`config.mk`:
```
export PLATFORM = sky130hd
export DESIGN_NAME = psu_ctrl
export DESIGN_NICKNAME = d
export VERILOG_FILES = /design/src/hdl/psu_pkg.sv /design/src/hdl/psu_ctrl.sv
export SDC_FILE = /design/constraint.sdc
export NUM_CORES = 1
export LEC_CHECK = 0
export ABC_AREA = 0
export BUFFER_PORTS_ARGS = -buffer_cell sky130_fd_sc_hd__buf_4
export CELL_PAD_IN_SITES_DETAIL_PLACEMENT = 1
export CELL_PAD_IN_SITES_GLOBAL_PLACEMENT = 2
export CORE_ASPECT_RATIO = 0.75
export CORE_MARGIN = 2
export CORE_UTILIZATION = 30
export CTS_CLUSTER_DIAMETER = 50
export CTS_CLUSTER_SIZE = 8
export DETAILED_ROUTE_END_ITERATION = 7
export GPL_ROUTABILITY_DRIVEN = 0
export PLACE_DENSITY = 0.89
export SYNTH_ARGS = -nofsm -noshare
export SYNTH_HDL_FRONTEND = slang
export SYNTH_SLANG_ARGS = --single-unit
```
`constraint.sdc`:
```
create_clock -name clk -period 5.4 [get_ports clk]
set_input_delay 0.27 -clock clk [delete_from_list [all_inputs] [get_ports clk]]
set_output_delay 0.27 -clock clk [all_outputs]
set_load 0.1 [all_outputs]
```
`src/hdl/psu_pkg.sv`:
```
// Shared constants, codes and types of the PNG scanline unfilter.
`timescale 1ns / 1ps
package psu_pkg;

  localparam int DEF_MAX_ROW_PIXELS = 4096;
  localparam int DEF_MAX_BYTES_PER_PIXEL = 4;

  localparam int CFG_ADDR_W = 4;
  localparam int CFG_DATA_W = 32;

  localparam logic [1:0] REG_BYTES_PER_PIXEL = 2'd0;
  localparam logic [1:0] REG_ROW_PIXELS = 2'd1;
  localparam logic [1:0] REG_IMAGE_ROWS = 2'd2;

  localparam logic [2:0] RST_BYTES_PER_PIXEL = 3'd3;
  localparam logic [12:0] RST_ROW_PIXELS = 13'd4096;
  localparam logic [15:0] RST_IMAGE_ROWS = 16'd1;

  localparam logic [2:0] FILT_NONE = 3'd0;
  localparam logic [2:0] FILT_SUB = 3'd1;
  localparam logic [2:0] FILT_UP = 3'd2;
  localparam logic [2:0] FILT_AVG = 3'd3;
  localparam logic [2:0] FILT_PAETH = 3'd4;

  typedef struct packed {
    logic       is_data;
    logic [2:0] filter;
    logic       have_left;
    logic       have_above;
    logic       in_range;
    logic       row_end;
    logic       image_end;
  } psu_item_t;

endpackage

```
`src/hdl/psu_ctrl.sv`:
```
// Row and column sequencing, filter type capture and neighbor availability.
`timescale 1ns / 1ps
module psu_ctrl #(
  parameter int MAX_ROW_PIXELS = psu_pkg::DEF_MAX_ROW_PIXELS,
  parameter int MAX_BYTES_PER_PIXEL = psu_pkg::DEF_MAX_BYTES_PER_PIXEL,
  localparam int ROW_DEPTH = MAX_ROW_PIXELS * MAX_BYTES_PER_PIXEL,
  localparam int ADDR_W = (ROW_DEPTH > 1) ? $clog2(ROW_DEPTH) : 1,
  localparam int BSEL_W = (MAX_BYTES_PER_PIXEL > 1) ? $clog2(MAX_BYTES_PER_PIXEL) : 1
) (
  input  logic                clk,
  input  logic                rst,
  input  logic                accept,
  input  logic [7:0]          in_byte,
  input  logic [2:0]          bytes_per_pixel,
  input  logic [12:0]         row_pixels,
  input  logic [15:0]         image_rows,
  output psu_pkg::psu_item_t  item,
  output logic [ADDR_W-1:0]   col_addr,
  output logic [BSEL_W-1:0]   bsel
);
  import psu_pkg::*;

  localparam int COL_W = $clog2(ROW_DEPTH + 1);
  localparam int PIX_W = $clog2(MAX_ROW_PIXELS + 1);
  localparam int BPP_W = $clog2(MAX_BYTES_PER_PIXEL + 1);

  logic             expect_filter;
  logic [2:0]       row_filter;
  logic [COL_W-1:0] byte_column;
  logic [15:0]      row_counter;

  logic [31:0]            bpp32;
  logic [31:0]            pix32;
  logic [BPP_W-1:0]       eff_bpp;
  logic [PIX_W-1:0]       eff_pix;
  logic [PIX_W+BPP_W-1:0] row_len;
  logic [COL_W:0]         col_inc;
  logic [16:0]            row_inc;
  logic [16:0]            rows;
  logic                   last_byte;
  logic                   last_row;

  always_comb begin
    bpp32 = {29'd0, bytes_per_pixel};
    if (bpp32 == 32'd0) begin
      bpp32 = 32'd1;
    end else if (bpp32 > 32'(MAX_BYTES_PER_PIXEL)) begin
      bpp32 = 32'(MAX_BYTES_PER_PIXEL);
    end
    pix32 = {19'd0, row_pixels};
    if (pix32 == 32'd0) begin
      pix32 = 32'd1;
    end else if (pix32 > 32'(MAX_ROW_PIXELS)) begin
      pix32 = 32'(MAX_ROW_PIXELS);
    end
  end

  assign eff_bpp = bpp32[BPP_W-1:0];
  assign eff_pix = pix32[PIX_W-1:0];
  assign row_len = {{BPP_W{1'b0}}, eff_pix} * {{PIX_W{1'b0}}, eff_bpp};
  assign bsel = BSEL_W'(eff_bpp - BPP_W'(1));

  assign col_inc = {1'b0, byte_column} + (COL_W+1)'(1);
  assign row_inc = {1'b0, row_counter} + 17'd1;
  assign rows = (image_rows == 16'd0) ? 17'd1 : {1'b0, image_rows};
  assign last_byte = 32'(col_inc) >= 32'(row_len);
  assign last_row = row_inc >= rows;

  assign col_addr = byte_column[ADDR_W-1:0];

  always_comb begin
    item.is_data = ~expect_filter;
    item.filter = row_filter;
    item.have_left = 32'(byte_column) >= 32'(eff_bpp);
    item.have_above = row_counter != 16'd0;
    item.in_range = 32'(byte_column) < 32'(ROW_DEPTH);
    item.row_end = last_byte;
    item.image_end = last_byte & last_row;
  end

  always_ff @(posedge clk) begin
    if (rst) begin
      expect_filter <= 1'b1;
      row_filter <= FILT_NONE;
      byte_column <= '0;
      row_counter <= '0;
    end else if (accept) begin
      if (expect_filter) begin
        row_filter <= (in_byte > 8'(FILT_PAETH)) ? FILT_NONE : in_byte[2:0];
        expect_filter <= 1'b0;
        byte_column <= '0;
      end else if (last_byte) begin
        expect_filter <= 1'b1;
        byte_column <= '0;
        row_counter <= last_row ? 16'd0 : row_inc[15:0];
      end else begin
        byte_column <= col_inc[COL_W-1:0];
      end
    end
  end

endmodule

```
Yosys cells after proc, flatten, opt, wreduce, memory -nomap -nowiden

Cells that the tools add are included.

Flip-flop bits (word level): 35
Latch bits: 0
RAM bits: 0
ROM bits: 0
Word-level logic and storage cells: 34
Memories: 0

$add $sub $neg: 3
Multiply operators: 1
Divide/modulo/power cells: 0
Magnitude comparators: 7
Eq/ne operators: 0
Shifts and indexed selects: 0
Muxes and demuxes: 11
Bitwise gates (word level): 2
Reductions and logical operators: 6

Operators with widths:

| operator                                           | number |
|---|---|
| 2-to-1 mux 16 bit                                  | 2 |
| 2-to-1 mux 15 bit                                  | 2 |
| 2-to-1 mux 13 bit                                  | 2 |
| adder 16 x 1 -> 17 bit, second input constant      | 1 |
| greater-or-equal comparator 17 x 16 -> 1 bit       | 1 |
| adder 15 x 1 -> 16 bit, second input constant      | 1 |
| greater-or-equal comparator 16 bit                 | 1 |
| zero test 16 bit                                   | 1 |
| multiplier 13 x 3 -> 16 bit                        | 1 |
| nonzero test 16 bit                                | 1 |
| greater-or-equal comparator 15 x 3 -> 1 bit        | 1 |
| < comparator 15 bit, second input constant         | 1 |
| > comparator 13 bit, second input constant         | 1 |
| zero test 13 bit                                   | 1 |
| 2-to-1 mux 3 bit                                   | 3 |
| > comparator 8 x 3 -> 1 bit, second input constant | 1 |
| > comparator 3 bit, second input constant          | 1 |
| zero test 3 bit                                    | 1 |
| AND reduction 3 bit                                | 1 |
| 2-to-1 mux 1 bit                                   | 2 |
| AND reduction 2 bit                                | 1 |
| subtractor 2 x 1 -> 2 bit, second input constant   | 1 |
| bitwise AND 1 bit                                  | 1 |
| inverter 1 bit                                     | 1 |

Logic depth before layout (Yosys ltp)

Gate-level depths: netlist of the first run.

Depth after elaboration: 7
Mapped depth: 24
Mapped depth without buffers: 22

Worst setup path before layout of the first run

No wires, ideal clock.

Path kind: input -> output
Start: in bytes_per_pixel[0]
End: out item[0] in the netlist's numbering
Data arrival time: 6.852 ns
Required time: 5.130 ns
Path slack: -1.722 ns
Stages: 21
Path buffers: 1
Path through: inv_1 a21oi_1 inv_1 nor2_1 clkbuf_1 nand2_1 fa_1 inv_1 ha_1 fa_1 a21o_1 a211oi_1 o211ai_1 a31o_2 a21oi_1 xor2_1 ha_1 nand4_1 a2111oi_4 a21o_2 a21boi_0

RTL lines:

| what        | line           | text |
|---|---|---|
| from (decl) | psu_ctrl.sv:14 | `input logic [2:0] bytes_per_pixel,` |
| to (decl)   | psu_ctrl.sv:17 | `output psu_pkg::psu_item_t item,` |

==> results of run 1 <==
-- placed cells by master (no fill, tap or decap), types with 3 or more instances in the layout --
cell and n:
or3_1 6, and3_1 5, nand3_1 16, or2_2 3
a21oi_1 16, dfxtp_1 35, a22oi_1 12, nand2b_1 7
mux2i_1 3, o21ai_0 16, nor4_1 7, inv_1 68
o22ai_1 5, xor2_1 12, a21o_1 8, nor4_4 3
o32ai_1 5, a21oi_2 3, fa_1 11, nor3_1 13
xnor2_1 20, nor2_1 31, nand4_1 16, nand2_1 82
a31oi_1 8, buf_4 80, o211ai_1 5, ha_1 52
a2111oi_4 3, and2_1 6, a41o_1 3, clkbuf_16 5
-- sequential cells by signal, indices dropped and copies added, names as in the netlist --
name           cells
row_filter         3
byte_column       15
row_counter       16
expect_filter      1
-- cell families (layout without fill, tap and decap cells) --
kind of cell / count (synthesis) / in the layout / share of synthesized area
and+or+nand+nor: 215 / 215 / 0.250
muxes: 3 / 3 / 0.00706
DFF: 35 / 35 / 0.165
xor gates and xnor gates: 32 / 32 / 0.0659
buffers and inverters: 104 / 162 / 0.111
AOI/OAI and AO/OA: 108 / 108 / 0.189
adders and majority gates: 65 / 65 / 0.212
-- stage by stage --
stage               cell area (um2)  cells  hold slack [ns]
global placement               4910    783            0.493
detailed placement             4910    783            0.508
CTS                            5060    792            0.236
floorplan                      4290    562            0.374
global route                   5180    795            0.248
finish                         5180    795            0.242
-- repair_timing --
item                       CTS  global route
gates resized for setup      2            26
setup endpoints to repair    2            33
hold buffers                 0             0
setup buffers                1             3
pin swaps                    1            10
-- layout make-up --
cell class,instances,area [um2]
Tap cell,175,219
Sequential cell,35,701
Timing Repair Buffer,84,663
Fill cell,1714,8610
Clock buffer,7,133
Clock inverter,1,5.00
Inverter,70,267
Multi-Input combinational cell,423,3200
-- critical path: cells and delay by family --
kind / cells / cell delay [ns]
AOI/OAI and AO/OA: 8 / 1.79
and+or+nand+nor: 6 / 1.00
adders and majority gates: 4 / 1.39
xor gates and xnor gates: 1 / 0.08
buffers and inverters: 3 / 0.37
-- metal layers --
metal	routed length [um]	track usage
met1	6600	0.261
met2	5840	0.273
met4	87	0.0264
met3	589	0.0308
met5	0	0
-- power groups by stage --
| stage | combinational [mW] | sequential (mW) | clock (mW) |
|---|---|---|---|
| floorplan | 0.133 | 0.267 | 0 |
| global route | 0.238 | 0.262 | 0.300 |
| finish | 0.215 | 0.262 | 0.281 |
| CTS | 0.208 | 0.262 | 0.288 |
| detailed placement | 0.205 | 0.267 | 0 |
| global placement | 0.199 | 0.268 | 0 |
-- worst max-delay path by stage --
| stage | from | to | slack (ns) | cells after the start |
|---|---|---|---|---|
| 4_1_cts | row_pixels[7] | item[1] | 0.04 | 23 |
| 5_1_grt | row_pixels[10] | item[0] | -0.04 | 21 |
| 3_5_place_dp | row_pixels[7] | row_counter[4]$_SDFFE_PP0P_ | -0.23 | 23 |
| 3_3_place_gp | row_pixels[7] | row_counter[4]$_SDFFE_PP0P_ | -0.02 | 23 |
| 2_1_floorplan | bytes_per_pixel[0] | item[0] | 0.003 | 21 |
| 6_report | row_pixels[10] | item[0] | 0.23 | 22 |
==> impl_metrics.ini, run 1 <==
[clocking]
cts_buffers = 5
clockBufferDepth = 2
clk_pin_slew_worst_paths_ns = 0.05
htree_levels = 2
cts_tree = done
root_buffer = clkbuf_16
cts.sinks = 35
clock_latency_ns = 0.29

[timing]
slew_viol_final = 0
relSlewSlack = 0.427
period_needed_ns = 5.17
tightest_slew_ns = 0.853
final-hold-violation-count = 0
max_freq_ghz = 0.194
timing.final.crit_share = 0.957
setup_viol = 0
setup_slack_ns = 0.232
setup-tns-final_ns = 0
clock_skew_ns = 0.00500

[detailed_routing]
ant_nets = 0
drt-initial-drc-count = 235
wl_um = 13100
wl_per_cell_um = 16.5
vias_per_cell = 5.26
drc = 0
vias = 4179
drtPass1Iterations = 4

[placed_design]
dp_slack_ns = -0.227
hpwl_um = 11000
portBuffers = 67

[worst_hold_path]
min_from = accept
min_path_cells = 2
holdPathEnd = byte_column[5]$_SDFFE_PP0P_
min_path_type = in -> reg

[run]
drv_cap = 0

[global_routing]
grt_pass1_wl_um = 21400
antenna_found_initial = 0
grt_overflow_total = 0
grt_max_degree = 32
gr-usage-all-layers = 0.176
first_global_vias = 4218

[power_and_ir_drop]
switchingPower_mw = 0.245
swShare = 0.323
power_frac_clock = 0.371
finalPower_mw = 0.758
internal_power_mw = 0.513
leakage_nw = 2.34
seq_power_share = 0.345
p_per_area_nw_per_um2 = 146
combPwrFrac = 0.283
ir_worst_vdd_mv = 0.122

[critical_path]
reg2reg_slack_ns = 1.23
required_ns = 5.13
start_kind = input port
crit_type = in -> out
reg2reg_depth = 12
crit_path_end_kind = output pin
r2r-start = row_counter[0]$_SDFFE_PP0P_
r2r-end = row_counter[1]$_SDFFE_PP0P_
path_max_fanout = 4
slowest_stage = fa_1
worstPathArrival_ns = 4.90
critPathMaxStageDelay_ns = 0.50
crit_chain = buf_4 > nor4_4 > nand3_2 > and2_4 > nor2_4 > nand2_2 > fa_1 > inv_1 > ha_2 > fa_2 > a21o_1 > a211oi_2 > o211ai_1 > a31o_2 > a21oi_2 > xor2_1 > ha_1 > nand4_1 > a2111oi_4 > a21o_2 > a21boi_4 > buf_12

[floorplan]
die_height_um = 107
design.portCount = 68
die_w_um = 142
die-area_um2 = 15200
rows = 37
initial_utilization = 0.308
core_region_area_um2 = 13800

[synthesis]
syn-cell-area_um2 = 4250
yosysUniqueCellTypes = 62
avgSynthCellArea_um2 = 7.57
async_reset_ff_frac = 0
ys_top_cells_by_count = 83 x nand2_1, 69 x inv_1, 53 x ha_1, 35 x dfxtp_1, 34 x nor2_1
synth-seq-cells = 35
ys.flop_type = dfxtp_1
synth_most_common_cell = nand2_1
synth_nets = 670
synth-edff-count = 0
ys_seq_area_frac = 0.165
synth_top_area_cell = dfxtp_1
netlist_instances = 562
synth_area_leaders = dfxtp_1 16%, ha_1 16%, nand2_1 7.3%
synth_warnings = 0
synth_top_area_frac = 0.165

[final_layout]
final_nets = 727
final_util = 0.376
diodes = 0
drive_above_1_share = 0.206
syn2layout_area_growth_pct = 21.8

[outcome]
status = finished clean
(Power assumes the default switching activity.)
==> inputs of run 2 (changes only) <==
ABC_CLOCK_PERIOD_IN_PS = 5400   (was not set)
MAX_ROUTING_LAYER = met4   (was not set)
==> run 2 against run 1 <==
Compared with the run above: total power about the same; flip-flop and latch count unchanged; global-route usage increased by 0.47 points; first-iteration DRC count increased by 6.4%; highest routed layer unchanged; clock skew decreased by 0.00051 ns; sequential share of layout area unchanged; critical endpoint unchanged; combinational power about the same; fmax about the same; die area unchanged; clock-buffer cell count unchanged.
==> impl_metrics.ini, run 2 (synthesized netlist as in run 1, its figures left out) <==
[clocking]
clockBufferDepth = 2
clock_latency_ns = 0.29
cts.sinks = 35
cts_tree = done
htree_levels = 2
root_buffer = clkbuf_16
cts_buffers = 5
clk_pin_slew_worst_paths_ns = 0.05
cts.hold.buffers_added = 0

[critical_path]
start_kind = input port
critPathMaxStageDelay_ns = 0.50
slowest_stage = fa_1
path_buf_inv = 3
required_ns = 5.13
crit_chain = buf_4 > nor4_4 > nand3_2 > and2_4 > nor2_4 > nand2_2 > fa_1 > inv_1 > ha_2 > fa_2 > a21o_1 > a211oi_2 > o211ai_1 > a31o_2 > a21oi_2 > xor2_1 > ha_1 > nand4_1 > a2111oi_4 > a21o_2 > a21boi_4 > buf_12
crit_path_end_kind = output pin
crit_type = in -> out
path_max_fanout = 4
crit_family = compound AO/OA/AOI/OAI gates
worstPathArrival_ns = 4.90

[final_layout]
reg_top3 = row_counter (16), byte_column (15), row_filter (3)
final_nets = 727
fillers = 1714
drive_above_1_share = 0.206
layout_commonest_cell = nand2_1
syn2layout_area_growth_pct = 21.8
largest_reg_flops = 16
final_area_um2 = 5180
layout_common_cells = 82 x nand2_1, 80 x buf_4, 68 x inv_1
top_register = row_counter
diodes = 0

[detailed_routing]
drt-initial-drc-count = 250
drc = 0
ant_nets = 0
wl_per_cell_um = 16.5
drtPass1Iterations = 5
wl_um = 13100
vias = 4186
vias_per_cell = 5.27

[placed_design]
placed_area_um2 = 4910
hpwl_um = 11000
dp_slack_ns = -0.227
portBuffers = 67

[global_routing]
gr-usage-all-layers = 0.181
grt_max_degree = 32
first_global_vias = 4216
grt_pass1_wl_um = 21400
grt_overflow_total = 0
antenna_found_initial = 0

[floorplan]
die-area_um2 = 15200
design.portCount = 68
die_height_um = 107
die_w_um = 142
core_region_area_um2 = 13800
initial_utilization = 0.308
rows = 37

[timing]
slew_viol_final = 0
final-hold-violation-count = 0
max_freq_ghz = 0.193
setup_viol = 0
timing.final.crit_share = 0.957
setup_slack_ns = 0.230
tightest_slew_ns = 0.848
period_needed_ns = 5.17
relSlewSlack = 0.431
clock_skew_ns = 0.00449

[power_and_ir_drop]
finalPower_mw = 0.758
leakage_nw = 2.34
ir_worst_vdd_mv = 0.122
p_per_area_nw_per_um2 = 146

[worst_hold_path]
min_path_type = in -> reg

[outcome]
status = finished clean

[run]
drv_cap = 0
==> run 2: cell counts in the layout (fill, tap and decap cells not counted) <==
No cell type changed its count.
==> run 2: per-stage QoR <==
stage	instances	util	TNS (ns)	hold slack, ns
2_1_floorplan	562	-	0	0.374
3_3_place_gp	783	0.356	-0.0310	0.493
3_5_place_dp	783	0.356	-3.07	0.508
4_1_cts	792	0.367	0	0.236
5_1_grt	795	0.376	-0.0984	0.248
6_report	795	0.376	0	0.238
==> run 2: repair_timing <==
item                       CTS  global route
setup endpoints to repair    2            33
gates resized for setup      2            26
buffers inserted             1             3
pin swaps                    1            10
==> run 2: report_power, final <==
group          internal (mW)  switching, mW  leakage [nW]
combinational         0.0832          0.132          1.99
clock                  0.170          0.111        0.0679
sequential             0.260        0.00227         0.282
==> run 2: path summary, 6_finish.rpt <==
path | to | depth (start not counted) | startpoint | slack, ns
hold reg to reg | row_counter[14]$_SDFFE_PP0P_ | 2 | row_counter[14]$_SDFFE_PP0P_ | 0.52
setup reg to reg | row_counter[1]$_SDFFE_PP0P_ | 12 | row_counter[0]$_SDFFE_PP0P_ | 1.23
setup / recovery | item[0] | 22 | row_pixels[10] | 0.23
hold / removal | byte_column[5]$_SDFFE_PP0P_ | 2 | accept | 0.24
==> run 2: cell type report <==
class	count	area [um2]	area share
multi-input combinational	423	3200	0.617
sequential	35	701	0.135
timing repair buffer	84	663	0.128
inverter	70	267	0.0514
tap	175	219	0.0423
clock buffer	7	133	0.0256
clock inverter	1	5.00	0.000966
==> run 2: worst reg2reg max path, stage by stage, from the launching register on <==
cell	delay, ns
dfxtp_1	0.45
ha_1	0.36
nand2_1	0.15
nor4_1	0.55
nand2_1	0.15
xnor2_1	0.25
ha_1	0.29
a21o_1	0.16
a21oi_1	0.17
a31oi_1	0.17
nor4_4	0.74
nand2_1	0.40
o32ai_1	0.23
==> run 2: routing by layer <==
layer	vias up	share of wire	global-route usage
met5	-	0	-
met4	0	0.0066	0.0264
met3	11	0.042	0.0290
met2	73	0.45	0.273
met1	2037	0.51	0.261
li1	2065	-	-
