$ cat src/hdl/psu_pkg.sv
// Shared constants, codes and types of the PNG scanline unfilter.
`timescale 1ns / 1ps
package psu_pkg;

  localparam int DEF_MAX_ROW_PIXELS = 4096;
  localparam int DEF_MAX_BYTES_PER_PIXEL = 4;

  localparam int CFG_ADDR_W = 4;
  localparam int CFG_DATA_W = 32;

  localparam logic [1:0] REG_BYTES_PER_PIXEL = 2'd0;
  localparam logic [1:0] REG_ROW_PIXELS = 2'd1;
  localparam logic [1:0] REG_IMAGE_ROWS = 2'd2;

  localparam logic [2:0] RST_BYTES_PER_PIXEL = 3'd3;
  localparam logic [12:0] RST_ROW_PIXELS = 13'd4096;
  localparam logic [15:0] RST_IMAGE_ROWS = 16'd1;

  localparam logic [2:0] FILT_NONE = 3'd0;
  localparam logic [2:0] FILT_SUB = 3'd1;
  localparam logic [2:0] FILT_UP = 3'd2;
  localparam logic [2:0] FILT_AVG = 3'd3;
  localparam logic [2:0] FILT_PAETH = 3'd4;

  typedef struct packed {
    logic       is_data;
    logic [2:0] filter;
    logic       have_left;
    logic       have_above;
    logic       in_range;
    logic       row_end;
    logic       image_end;
  } psu_item_t;

endpackage

$ cat src/hdl/psu_recon.sv
// Reconstruction stage: neighbor selection, filter prediction and output register.
`timescale 1ns / 1ps
module psu_recon #(
  parameter int MAX_ROW_PIXELS = psu_pkg::DEF_MAX_ROW_PIXELS,
  parameter int MAX_BYTES_PER_PIXEL = psu_pkg::DEF_MAX_BYTES_PER_PIXEL,
  localparam int ROW_DEPTH = MAX_ROW_PIXELS * MAX_BYTES_PER_PIXEL,
  localparam int ADDR_W = (ROW_DEPTH > 1) ? $clog2(ROW_DEPTH) : 1,
  localparam int BSEL_W = (MAX_BYTES_PER_PIXEL > 1) ? $clog2(MAX_BYTES_PER_PIXEL) : 1
) (
  input  logic               clk,
  input  logic               rst,
  input  logic               accept,
  input  psu_pkg::psu_item_t item,
  input  logic [7:0]         in_byte,
  input  logic [ADDR_W-1:0]  col_addr,
  input  logic [BSEL_W-1:0]  bsel,
  input  logic [7:0]         above_byte,
  output logic               take_ready,
  output logic               buf_we,
  output logic [ADDR_W-1:0]  buf_waddr,
  output logic [7:0]         buf_wdata,
  output logic               out_valid,
  input  logic               out_ready,
  output logic [7:0]         pixel_byte,
  output logic               row_end,
  output logic               image_end
);
  import psu_pkg::*;

  logic              s1_valid;
  psu_item_t         s1_item;
  logic [7:0]        s1_x;
  logic [ADDR_W-1:0] s1_addr;
  logic              s1_adv;
  logic              s1_emit;

  logic [7:0] left_bytes [MAX_BYTES_PER_PIXEL];
  logic [7:0] upper_left_bytes [MAX_BYTES_PER_PIXEL];

  logic [7:0]        a;
  logic [7:0]        b;
  logic [7:0]        c;
  logic [8:0]        avg_sum;
  logic signed [9:0] sa;
  logic signed [9:0] sb;
  logic signed [9:0] sc;
  logic signed [9:0] dpa;
  logic signed [9:0] dpb;
  logic signed [9:0] dpc;
  logic [9:0]        pa;
  logic [9:0]        pb;
  logic [9:0]        pc;
  logic [7:0]        paeth;
  logic [7:0]        pred;
  logic [7:0]        y;

  assign s1_adv = s1_valid & (~out_valid | out_ready);
  assign s1_emit = s1_adv & s1_item.is_data;
  assign take_ready = ~s1_valid | s1_adv;

  assign a = s1_item.have_left ? left_bytes[bsel] : 8'd0;
  assign b = (s1_item.have_above & s1_item.in_range) ? above_byte : 8'd0;
  assign c = (s1_item.have_left & s1_item.have_above) ? upper_left_bytes[bsel] : 8'd0;

  assign avg_sum = {1'b0, a} + {1'b0, b};
  assign sa = {2'b00, a};
  assign sb = {2'b00, b};
  assign sc = {2'b00, c};
  assign dpa = sb - sc;
  assign dpb = sa - sc;
  assign dpc = sa + sb - sc - sc;
  assign pa = dpa[9] ? 10'(-dpa) : 10'(dpa);
  assign pb = dpb[9] ? 10'(-dpb) : 10'(dpb);
  assign pc = dpc[9] ? 10'(-dpc) : 10'(dpc);

  always_comb begin
    if (pa <= pb && pa <= pc) begin
      paeth = a;
    end else if (pb <= pc) begin
      paeth = b;
    end else begin
      paeth = c;
    end
    case (s1_item.filter)
      FILT_SUB: pred = a;
      FILT_UP: pred = b;
      FILT_AVG: pred = avg_sum[8:1];
      FILT_PAETH: pred = paeth;
      default: pred = 8'd0;
    endcase
  end

  assign y = s1_x + pred;

  assign buf_we = s1_emit & s1_item.in_range;
  assign buf_waddr = s1_addr;
  assign buf_wdata = y;

  always_ff @(posedge clk) begin
    if (rst) begin
      s1_valid <= 1'b0;
      out_valid <= 1'b0;
    end else begin
      s1_valid <= accept | (s1_valid & ~s1_adv);
      out_valid <= s1_emit | (out_valid & ~out_ready);
    end
  end

  always_ff @(posedge clk) begin
    if (accept) begin
      s1_item <= item;
      s1_x <= in_byte;
      s1_addr <= col_addr;
    end
    if (s1_emit) begin
      pixel_byte <= y;
      row_end <= s1_item.row_end;
      image_end <= s1_item.image_end;
      for (int k = MAX_BYTES_PER_PIXEL - 1; k > 0; k--) begin
        left_bytes[k] <= left_bytes[k-1];
        upper_left_bytes[k] <= upper_left_bytes[k-1];
      end
      left_bytes[0] <= y;
      upper_left_bytes[0] <= b;
    end
  end

endmodule

$ cat config.mk
export PLATFORM = sky130hd
export DESIGN_NAME = psu_recon
export DESIGN_NICKNAME = d
export VERILOG_FILES = /design/src/hdl/psu_pkg.sv /design/src/hdl/psu_recon.sv
export SDC_FILE = /design/constraint.sdc
export NUM_CORES = 1
export LEC_CHECK = 0
export BUFFER_PORTS_ARGS = -buffer_cell sky130_fd_sc_hd__buf_2
export CELL_PAD_IN_SITES_DETAIL_PLACEMENT = 1
export CELL_PAD_IN_SITES_GLOBAL_PLACEMENT = 2
export CORE_ASPECT_RATIO = 1.75
export CORE_MARGIN = 5
export CORE_UTILIZATION = 43
export CTS_CLUSTER_SIZE = 8
export DETAILED_ROUTE_END_ITERATION = 7
export HOLD_SLACK_MARGIN = 0.1
export PLACE_DENSITY_LB_ADDON = 0.1
export SYNTH_ARGS = -nofsm -noshare
export SYNTH_HDL_FRONTEND = slang
export SYNTH_SLANG_ARGS = --single-unit
$ cat constraint.sdc
create_clock -name clk -period 17.15 [get_ports clk]
set_clock_uncertainty 0.05 [all_clocks]
set_input_delay 0.8575 -clock clk [delete_from_list [all_inputs] [get_ports clk]]
set_output_delay 0.8575 -clock clk [all_outputs]
set_load 0.05 [all_outputs]
[Word level (Yosys, flattened, before mapping)]
Memory sizes are Yosys's and may differ from the RTL's.
Index checks and enable logic that the tools add are counted.
Widths: inputs -> output; s select.
Cells by class
  divide/modulo/power cells: 0
  bitwise operators: 15
  $lt $le $gt $ge: 3
  mux-type cells: 11
  eq/ne operators: 4
  shift-type cells: 0
  reduce and logical (&&, ||, !) cells: 1
  add/subtract/negate cells: 10
  $mul: 0
Operators by type and width (count)
  $mux 8: 5
  $pmux 8 s4: 1
  $le 10x10->1: 3
  $mux 10: 3
  $neg 9->10: 2
  $add 8x8->9: 2
  $sub 8x8->9: 2
  $neg 10->10: 1
  $sub 10x9->10: 1
  $sub 9x8->10: 1
  $add 8x8->8: 1
  $and 1x1->1: 7
  $eq 3x2->1 const B: 2
  $not 1->1: 4
  $or 1x1->1: 4
  $eq 3x1->1 const B: 1
  $eq 3x3->1 const B: 1
  $mux 1: 2
  $logic_and 1x1->1: 1
Word-level totals
  register bits: 43
  memory bits (writable): 64
  latch bits: 0
  memory bits (read-only): 0
  word-level logic and storage cells: 60
  memories kept: 2
Memory list
  left_bytes: words 4, bits a word 8, rd ports 4, clocked after memory_dff 0, wr ports 4, line psu_recon.sv:37  | logic [7:0] left_bytes [MAX_BYTES_PER_PIXEL];
  upper_left_bytes: words 4, bits a word 8, rd ports 4, clocked after memory_dff 0, wr ports 4, line psu_recon.sv:38  | logic [7:0] upper_left_bytes [MAX_BYTES_PER_PIXEL];

[Logic depth before layout (Yosys ltp)]
Gate-level depths: netlist of run 1.
  depth in word-level cells: 12
  gate-level depth with buffers: 38

[Least setup slack after synthesis of run 1]
No wires, ideal clock.
  path kind: in2out
  start point: input port bsel[0]
  end point: output port buf_wdata[7]
  buffers on the path: 3
  path slack: 7.062 ns
  arrival: 9.181 ns
  required time: 16.243 ns
  cell stages on the path: 33
  path through: clkbuf_1 > buf_1 > mux4_2 > and2_1 > fa_1 > inv_1 > ha_1 > buf_2 > a21oi_1 > o211ai_1 > o311a_1 > or4_1 > nor2_1 > or4b_2 > ha_1 > nand3_1 > nor2_1 > o21ai_0 > nand2_1 > o311a_2 > o32ai_4 > mux2i_1 > nor2_1 > or3_1 > ha_1 > a21o_1 > a21oi_1 > o21bai_1 > a21oi_1 > o21bai_1 > a21oi_1 > xor2_1 > xnor2_1
Between the ends
  cells in the longest elaborated chain, start to end: 12
RTL lines
  start: declaration: line psu_recon.sv:16  | input logic [BSEL_W-1:0] bsel,
  $mem_v2 4x8
  $mux 8: line psu_recon.sv:61  | assign a = s1_item.have_left ? left_bytes[bsel] : 8'd0;
  $add 8x8->9: line psu_recon.sv:65, psu_recon.sv:71
  $sub 9x8->10: line psu_recon.sv:71  | assign dpc = sa + sb - sc - sc;
  $sub 10x9->10: line psu_recon.sv:71
  $neg 10->10: line psu_recon.sv:74  | assign pc = dpc[9] ? 10'(-dpc) : 10'(dpc);
  $mux 10: line psu_recon.sv:74
  $le 10x10->1 (on tied branches): line psu_recon.sv:79, psu_recon.sv:77
  $mux 8 / $logic_and 1x1->1 (equally long branches): line psu_recon.sv:79, psu_recon.sv:77
  $mux 8: line psu_recon.sv:77  | if (pa <= pb && pa <= pc) begin
  $pmux 8 s4 (*): line psu_recon.sv:84  | case (s1_item.filter)
  $add 8x8->8 (*): line psu_recon.sv:93  | assign y = s1_x + pred;
  end: declaration: line psu_recon.sv:21  | output logic [7:0] buf_wdata,
Mark *: on every way between the ends. The rest lies on a longest branch, timed or not.

[Final worst setup path of run 1]
Ends and elaborated chain as after synthesis.

==> results.toml, run 1 <==
[global_routing]
grt_pass1_wl_um = 29700
grt_overflow = 0
track_usage_pct = 20.7
antenna_found_initial = 0
grt_pass1_vias = 5632
grt_max_degree = 67

[clock_tree]
cts_setup_buffers = 0
clock_sinks = 99
cts_tree = "done"
cts_resized = 0
clk_path_buf_depth = 2
cts_buffers = 9
cts.htree.levels = 3
insertion_delay_ps = 340
path_clk_slew_ps = 70
root_buffer = "clkbuf_16"
postCtsHoldBufs = 0

[logic_synthesis]
synth_edf_count = 97
yosysWarnings = 0
synth_flop_cell = "edfxtp_1"
synth_seq_cells = 99
synthXorXnorAreaFrac_pct = 6.14
synthAdderAreaFrac_pct = 16.4
synth_cells = 598
yosys.cell_types.count = 69
syn-cell-area_mm2 = 0.00682
synth_area_per_cell_um2 = 11.4
async_reset_ff_share_pct = 0
synth_top_family_by_area = "adder cells"
synthSimpleGateAreaFrac_pct = 10.6
synth_compound_area_share_pct = 13.7
yosysSeqAreaShare_pct = 43.3
synth_mux_area_share_pct = 6.09

[setup_path]
worstPathRequired_ps = 16240
worst_path_most_repeated_cell = "a21oi_1"
reg2reg_depth = 32
critPathMaxStageDelay_ps = 630
r2r_start = "left_bytes[0][1]$_DFFE_PP_"
r2r_end = "left_bytes[0][7]$_DFFE_PP_"
cp-start-kind = "input pin"
slowest_stage = "or4b_2"
arrival_ps = 9430
rrSetupSlack_ps = 8740
path_max_fanout = 17
critical_path_class = "input pin to primary output"
worstSetupEndpointType = "primary output"

[die]
die_area_mm2 = 0.0186
chipHeight_um = 177
die_w_um = 105
core_area_mm2 = 0.0157
start_util_pct = 43.4
io_pins = 80
num_rows = 61

[min_path]
holdPathEnd = "image_end$_DFFE_PP_"
whs_path_depth = 0
min_from = "s1_item[0]$_DFFE_PP_"
hold_class = "flop to flop"

[power_and_ir_drop]
power.leakage_nw = 3.29
power_density_mw_per_mm2 = 128
irDropWorstVdd_mv = 0.111

[drt]
post_drt_wl_per_cell_um = 21.5
antenna_left = 0
drc_errors = 0
dr.pass1.iters = 4
wl_um = 18800
vias_per_cell = 5.63
via_count = 4912
drt_iter0_markers = 227

[timing]
setup_viol_count_final = 0
clock.fmax_mhz = 96.7
slew_headroom_pct = 33.7
drv_slew = 0
hold_viol_final = 0
tightest_slew_ps = 985
min_period_over_period_pct = 60.3
fin_ws_ps = 6810
rsz0062_at_grt = "no"
min_period_ps = 10340
finalSetupTns_ps = 0

[placed_design]
dp_hpwl_um = 15700
io_buffers = 79
dp_slack_ps = 6750
finalWeightedCongestion = 0.955

[flow_run]
cap_violations = 0

[cells_and_area]
layout_commonest_cell = "edfxtp_1"
antenna_cells = 0
nNetsFinal = 806
seq_area_mm2 = 0.00295
layout-drive-gt1-share_pct = 19.3
layout_common_cells = "edfxtp_1 (97), buf_2 (79), ha_1 (70)"
area_growth_pct = 13.4
multi_input_area_mm2 = 0.00363
fillers = 1726

[outcome]
outcome = "finished, final reports clean"
## routing by layer
layer	vias up	part of all wire (%)	global-route usage, %
li1	2360	-	-
met1	2370	33	19.3
met2	129	58	41.2
met3	53	3.3	3.03
met4	0	5.6	11.5
met5	-	0	0
## worst max-delay path by stage
stage	slack [ps]	from	end	cells after the start
2_1_floorplan	7060	bsel[0]	buf_wdata[7]	33
3_3_place_gp	7060	bsel[0]	buf_wdata[7]	33
3_5_place_dp	6750	bsel[0]	buf_wdata[7]	34
4_1_cts	6750	bsel[0]	buf_wdata[7]	34
6_report	6810	bsel[0]	buf_wdata[7]	34
5_1_grt	6150	bsel[0]	buf_wdata[7]	34
## power breakdown
part           switching, mW  internal (mW)  total, mW
clock network         0.0906          0.115      0.206
logic                  0.311          0.188      0.499
registers            0.00757          0.281      0.289
## Yosys cell counts, drive strengths merged (3+ instances only)
master,n,share of area (%)
o21a,7,0.79
and3,5,0.46
fa,12,3.5
nand2b,8,0.73
inv,57,3.1
a21oi,39,2.9
o21bai,7,0.83
mux2,3,0.55
mux4,15,5.0
nand4,3,0.28
a221o,4,0.61
and2,10,0.92
nor3,9,0.66
a21o,17,1.9
or3,4,0.37
nand3b,3,0.33
nor2b,10,0.92
ha,70,13
o21ai,24,1.8
nand3,7,0.51
o31ai,3,0.33
nor2,34,1.9
o32ai,5,0.92
clkbuf,10,0.55
nor4,3,0.28
xor2,14,1.8
mux2i,4,0.59
a211oi,4,0.51
edfxtp,97,43
nand2,43,2.4
xnor2,33,4.3
## cells by family after synthesis
kind of cell	Yosys count
XOR/XNOR	47
buffers and inverters	69
AND/OR/NAND/NOR	146
flip-flops	99
multiplexers	22
other	2
adder cells (fa/ha/maj)	82
AO/OA/AOI/OAI	131
## stage by stage
step	instance area (um^2)	hold WS, ps	total power, mW	instances	utilization (%)
after floorplan	6830	350	0.657	600	-
after global placement	7430	352	0.772	857	47.3
after detailed placement	7430	356	0.796	857	47.3
after CTS	7740	374	1.01	873	49.2
after global routing	7740	388	1.07	873	49.2
final	7740	372	0.994	873	49.2
## sequential cells by signal, indices dropped and copies added, names as in the netlist
register,flops
image_end,1
buf_waddr,14
s1_item,9
left_bytes,32
s1_x,8
row_end,1
s1_valid,1
out_valid,1
upper_left_bytes,32
## critical path, delay by kind of cell
family	cells	cell delay (ps)
adder cells (fa/ha/maj)	5	1700
multiplexers	2	800
AND/OR/NAND/NOR	11	2530
XOR/XNOR	2	380
AO/OA/AOI/OAI	11	2330
buffers and inverters	3	830
## cell type report
cell class	count	area share, %
flip-flops and latches	99	38.2
multi-input cells	432	46.9
repair buffers	80	5.21
clock inverters	7	1.03
clock buffers	9	2.91
inverters	57	2.77
well taps	189	3.06
Note: power is estimated with default switching activity, not from simulation.
==> run 2: changes to the inputs <==
CORE_UTILIZATION = 36   (was 43)
clock period = 9.45 ns   (was 17.15 ns; I/O delays follow)
==> run 2 against run 1 <==
  * Sequential share of layout area is 0.74 points lower
  * Largest cell class unchanged
  * Non-clock buffer count is 9 higher
  * Total power is 80% higher
  * Sequential cell count stayed put
  * Utilization is 6.9 points lower
  * Hold slack worse by 110 ps
  * Combinational power is 84% higher
  * Setup slack worse by 6300 ps
  * Clock power is 68% higher
==> results.toml, run 2 (synthesis gave the netlist of run 1 again) <==
[outcome]
outcome = "finished, final reports clean"

[min_path]
whs_path_depth = 1
min_from = "in_byte[3]"
holdPathEnd = "s1_x[3]$_DFFE_PP_"
hold_class = "input pin to flop"

[clock_tree]
cts.htree.levels = 3
insertion_delay_ps = 340
postCtsHoldBufs = 0
cts_buffers = 9
clock_sinks = 99
path_clk_slew_ps = 70
clk_path_buf_depth = 2
root_buffer = "clkbuf_16"
cts_tree = "done"

[cells_and_area]
antenna_cells = 0
layout_common_cells = "edfxtp_1 (97), buf_2 (76), ha_1 (70)"
nNetsFinal = 815
layout-drive-gt1-share_pct = 21.4
area_growth_pct = 15.6
layout_commonest_cell = "edfxtp_1"

[placed_design]
dp_hpwl_um = 16600
finalWeightedCongestion = 0.860
io_buffers = 79
dp_slack_ps = 165

[power_and_ir_drop]
power_density_mw_per_mm2 = 226
irDropWorstVdd_mv = 0.143
power.leakage_nw = 3.33

[die]
chipHeight_um = 192
die_w_um = 114
start_util_pct = 36.6
die_area_mm2 = 0.0219
core_area_mm2 = 0.0187
num_rows = 66
io_pins = 80

[drt]
drc_errors = 0
via_count = 4944
post_drt_wl_per_cell_um = 21.3
wl_um = 19900
drt_iter0_markers = 201
antenna_left = 0
vias_per_cell = 5.31
dr.pass1.iters = 4

[setup_path]
reg2reg_depth = 33
cp-start-kind = "flop"
critical_path_class = "flop to primary output"
slowest_stage = "or4b_2"
critPathMaxStageDelay_ps = 630
arrival_ps = 8420
rrSetupSlack_ps = 1310
worstSetupEndpointType = "primary output"
path_max_fanout = 4
worstPathRequired_ps = 8930
r2r_end = "left_bytes[0][7]$_DFFE_PP_"
r2r_start = "left_bytes[0][0]$_DFFE_PP_"

[timing]
tightest_slew_ps = 998
slew_headroom_pct = 32.8
fin_ws_ps = 510
clock.fmax_mhz = 112
min_period_ps = 8940
setup_viol_count_final = 0
holdWs_ps = 259
drv_slew = 0
min_period_over_period_pct = 94.6
hold_viol_final = 0

[global_routing]
track_usage_pct = 18.7
grt_overflow = 0
antenna_found_initial = 0
grt_max_degree = 68
grt_pass1_vias = 5525
grt_pass1_wl_um = 31000

[flow_run]
cap_violations = 0
-- run 2: final cells by class --
class / count / area, um^2
fillers: 2094 / 10800
multi-input cells: 432 / 3650
flip-flops and latches: 99 / 2950
repair buffers: 89 / 485
well taps: 238 / 298
clock buffers: 9 / 225
inverters: 57 / 214
clock inverters: 7 / 63.8
-- run 2: critical path: cells and delay by family, from the launching register on --
family / cells / cell delay (ps)
DFF: 1 / 440
muxes: 2 / 750
AOI/OAI and AO/OA: 11 / 1960
buffers and inverters: 3 / 360
and+or+nand+nor: 11 / 2380
adders and majority gates: 5 / 1710
xor gates and xnor gates: 2 / 460
-- run 2: repair_timing --
action | 4_1_cts | 5_1_grt
resized for setup | 0 | 13
setup buffers | 0 | 0
setup endpoints to repair | 0 | 3
-- run 2: how the worst max path moves through the flow --
stage	endpoint	depth (start not counted)	start	slack, ps
after global routing	buf_wdata[7]	34	left_bytes[0][0]$_DFFE_PP_	-30
after CTS	buf_wdata[7]	33	bsel[0]	150
after floorplan	buf_wdata[7]	33	bsel[0]	130
final	buf_wdata[7]	34	left_bytes[0][0]$_DFFE_PP_	510
after detailed placement	buf_wdata[7]	33	bsel[0]	160
after global placement	buf_wdata[7]	34	bsel[0]	320
-- run 2: routing by layer --
layer  GRT usage [%]  part of all wire (%)  vias to the layer above
met5               0                     0                        -
met4            10.2                   5.2                        0
met3            1.95                   2.5                       37
met2            35.9                    56                      107
met1            19.2                    36                     2431
li1                -                     -                     2369
-- run 2: power by group --
group	internal, mW	switching (mW)
Combinational	0.352	0.564
Clock	0.183	0.164
Sequential	0.511	0.0131
-- run 2: through the flow --
stage / cells / setup TNS [ps] / util (%) / instance area [um^2] / power (mW)
2_1_floorplan: 600 / 0 / - / 6830 / 1.19
3_3_place_gp: 915 / 0 / 40.5 / 7560 / 1.42
3_5_place_dp: 915 / 0 / 40.5 / 7560 / 1.45
4_1_cts: 931 / 0 / 42.1 / 7850 / 1.80
5_1_grt: 931 / -33.7 / 42.3 / 7890 / 1.94
6_report: 931 / 0 / 42.3 / 7890 / 1.79
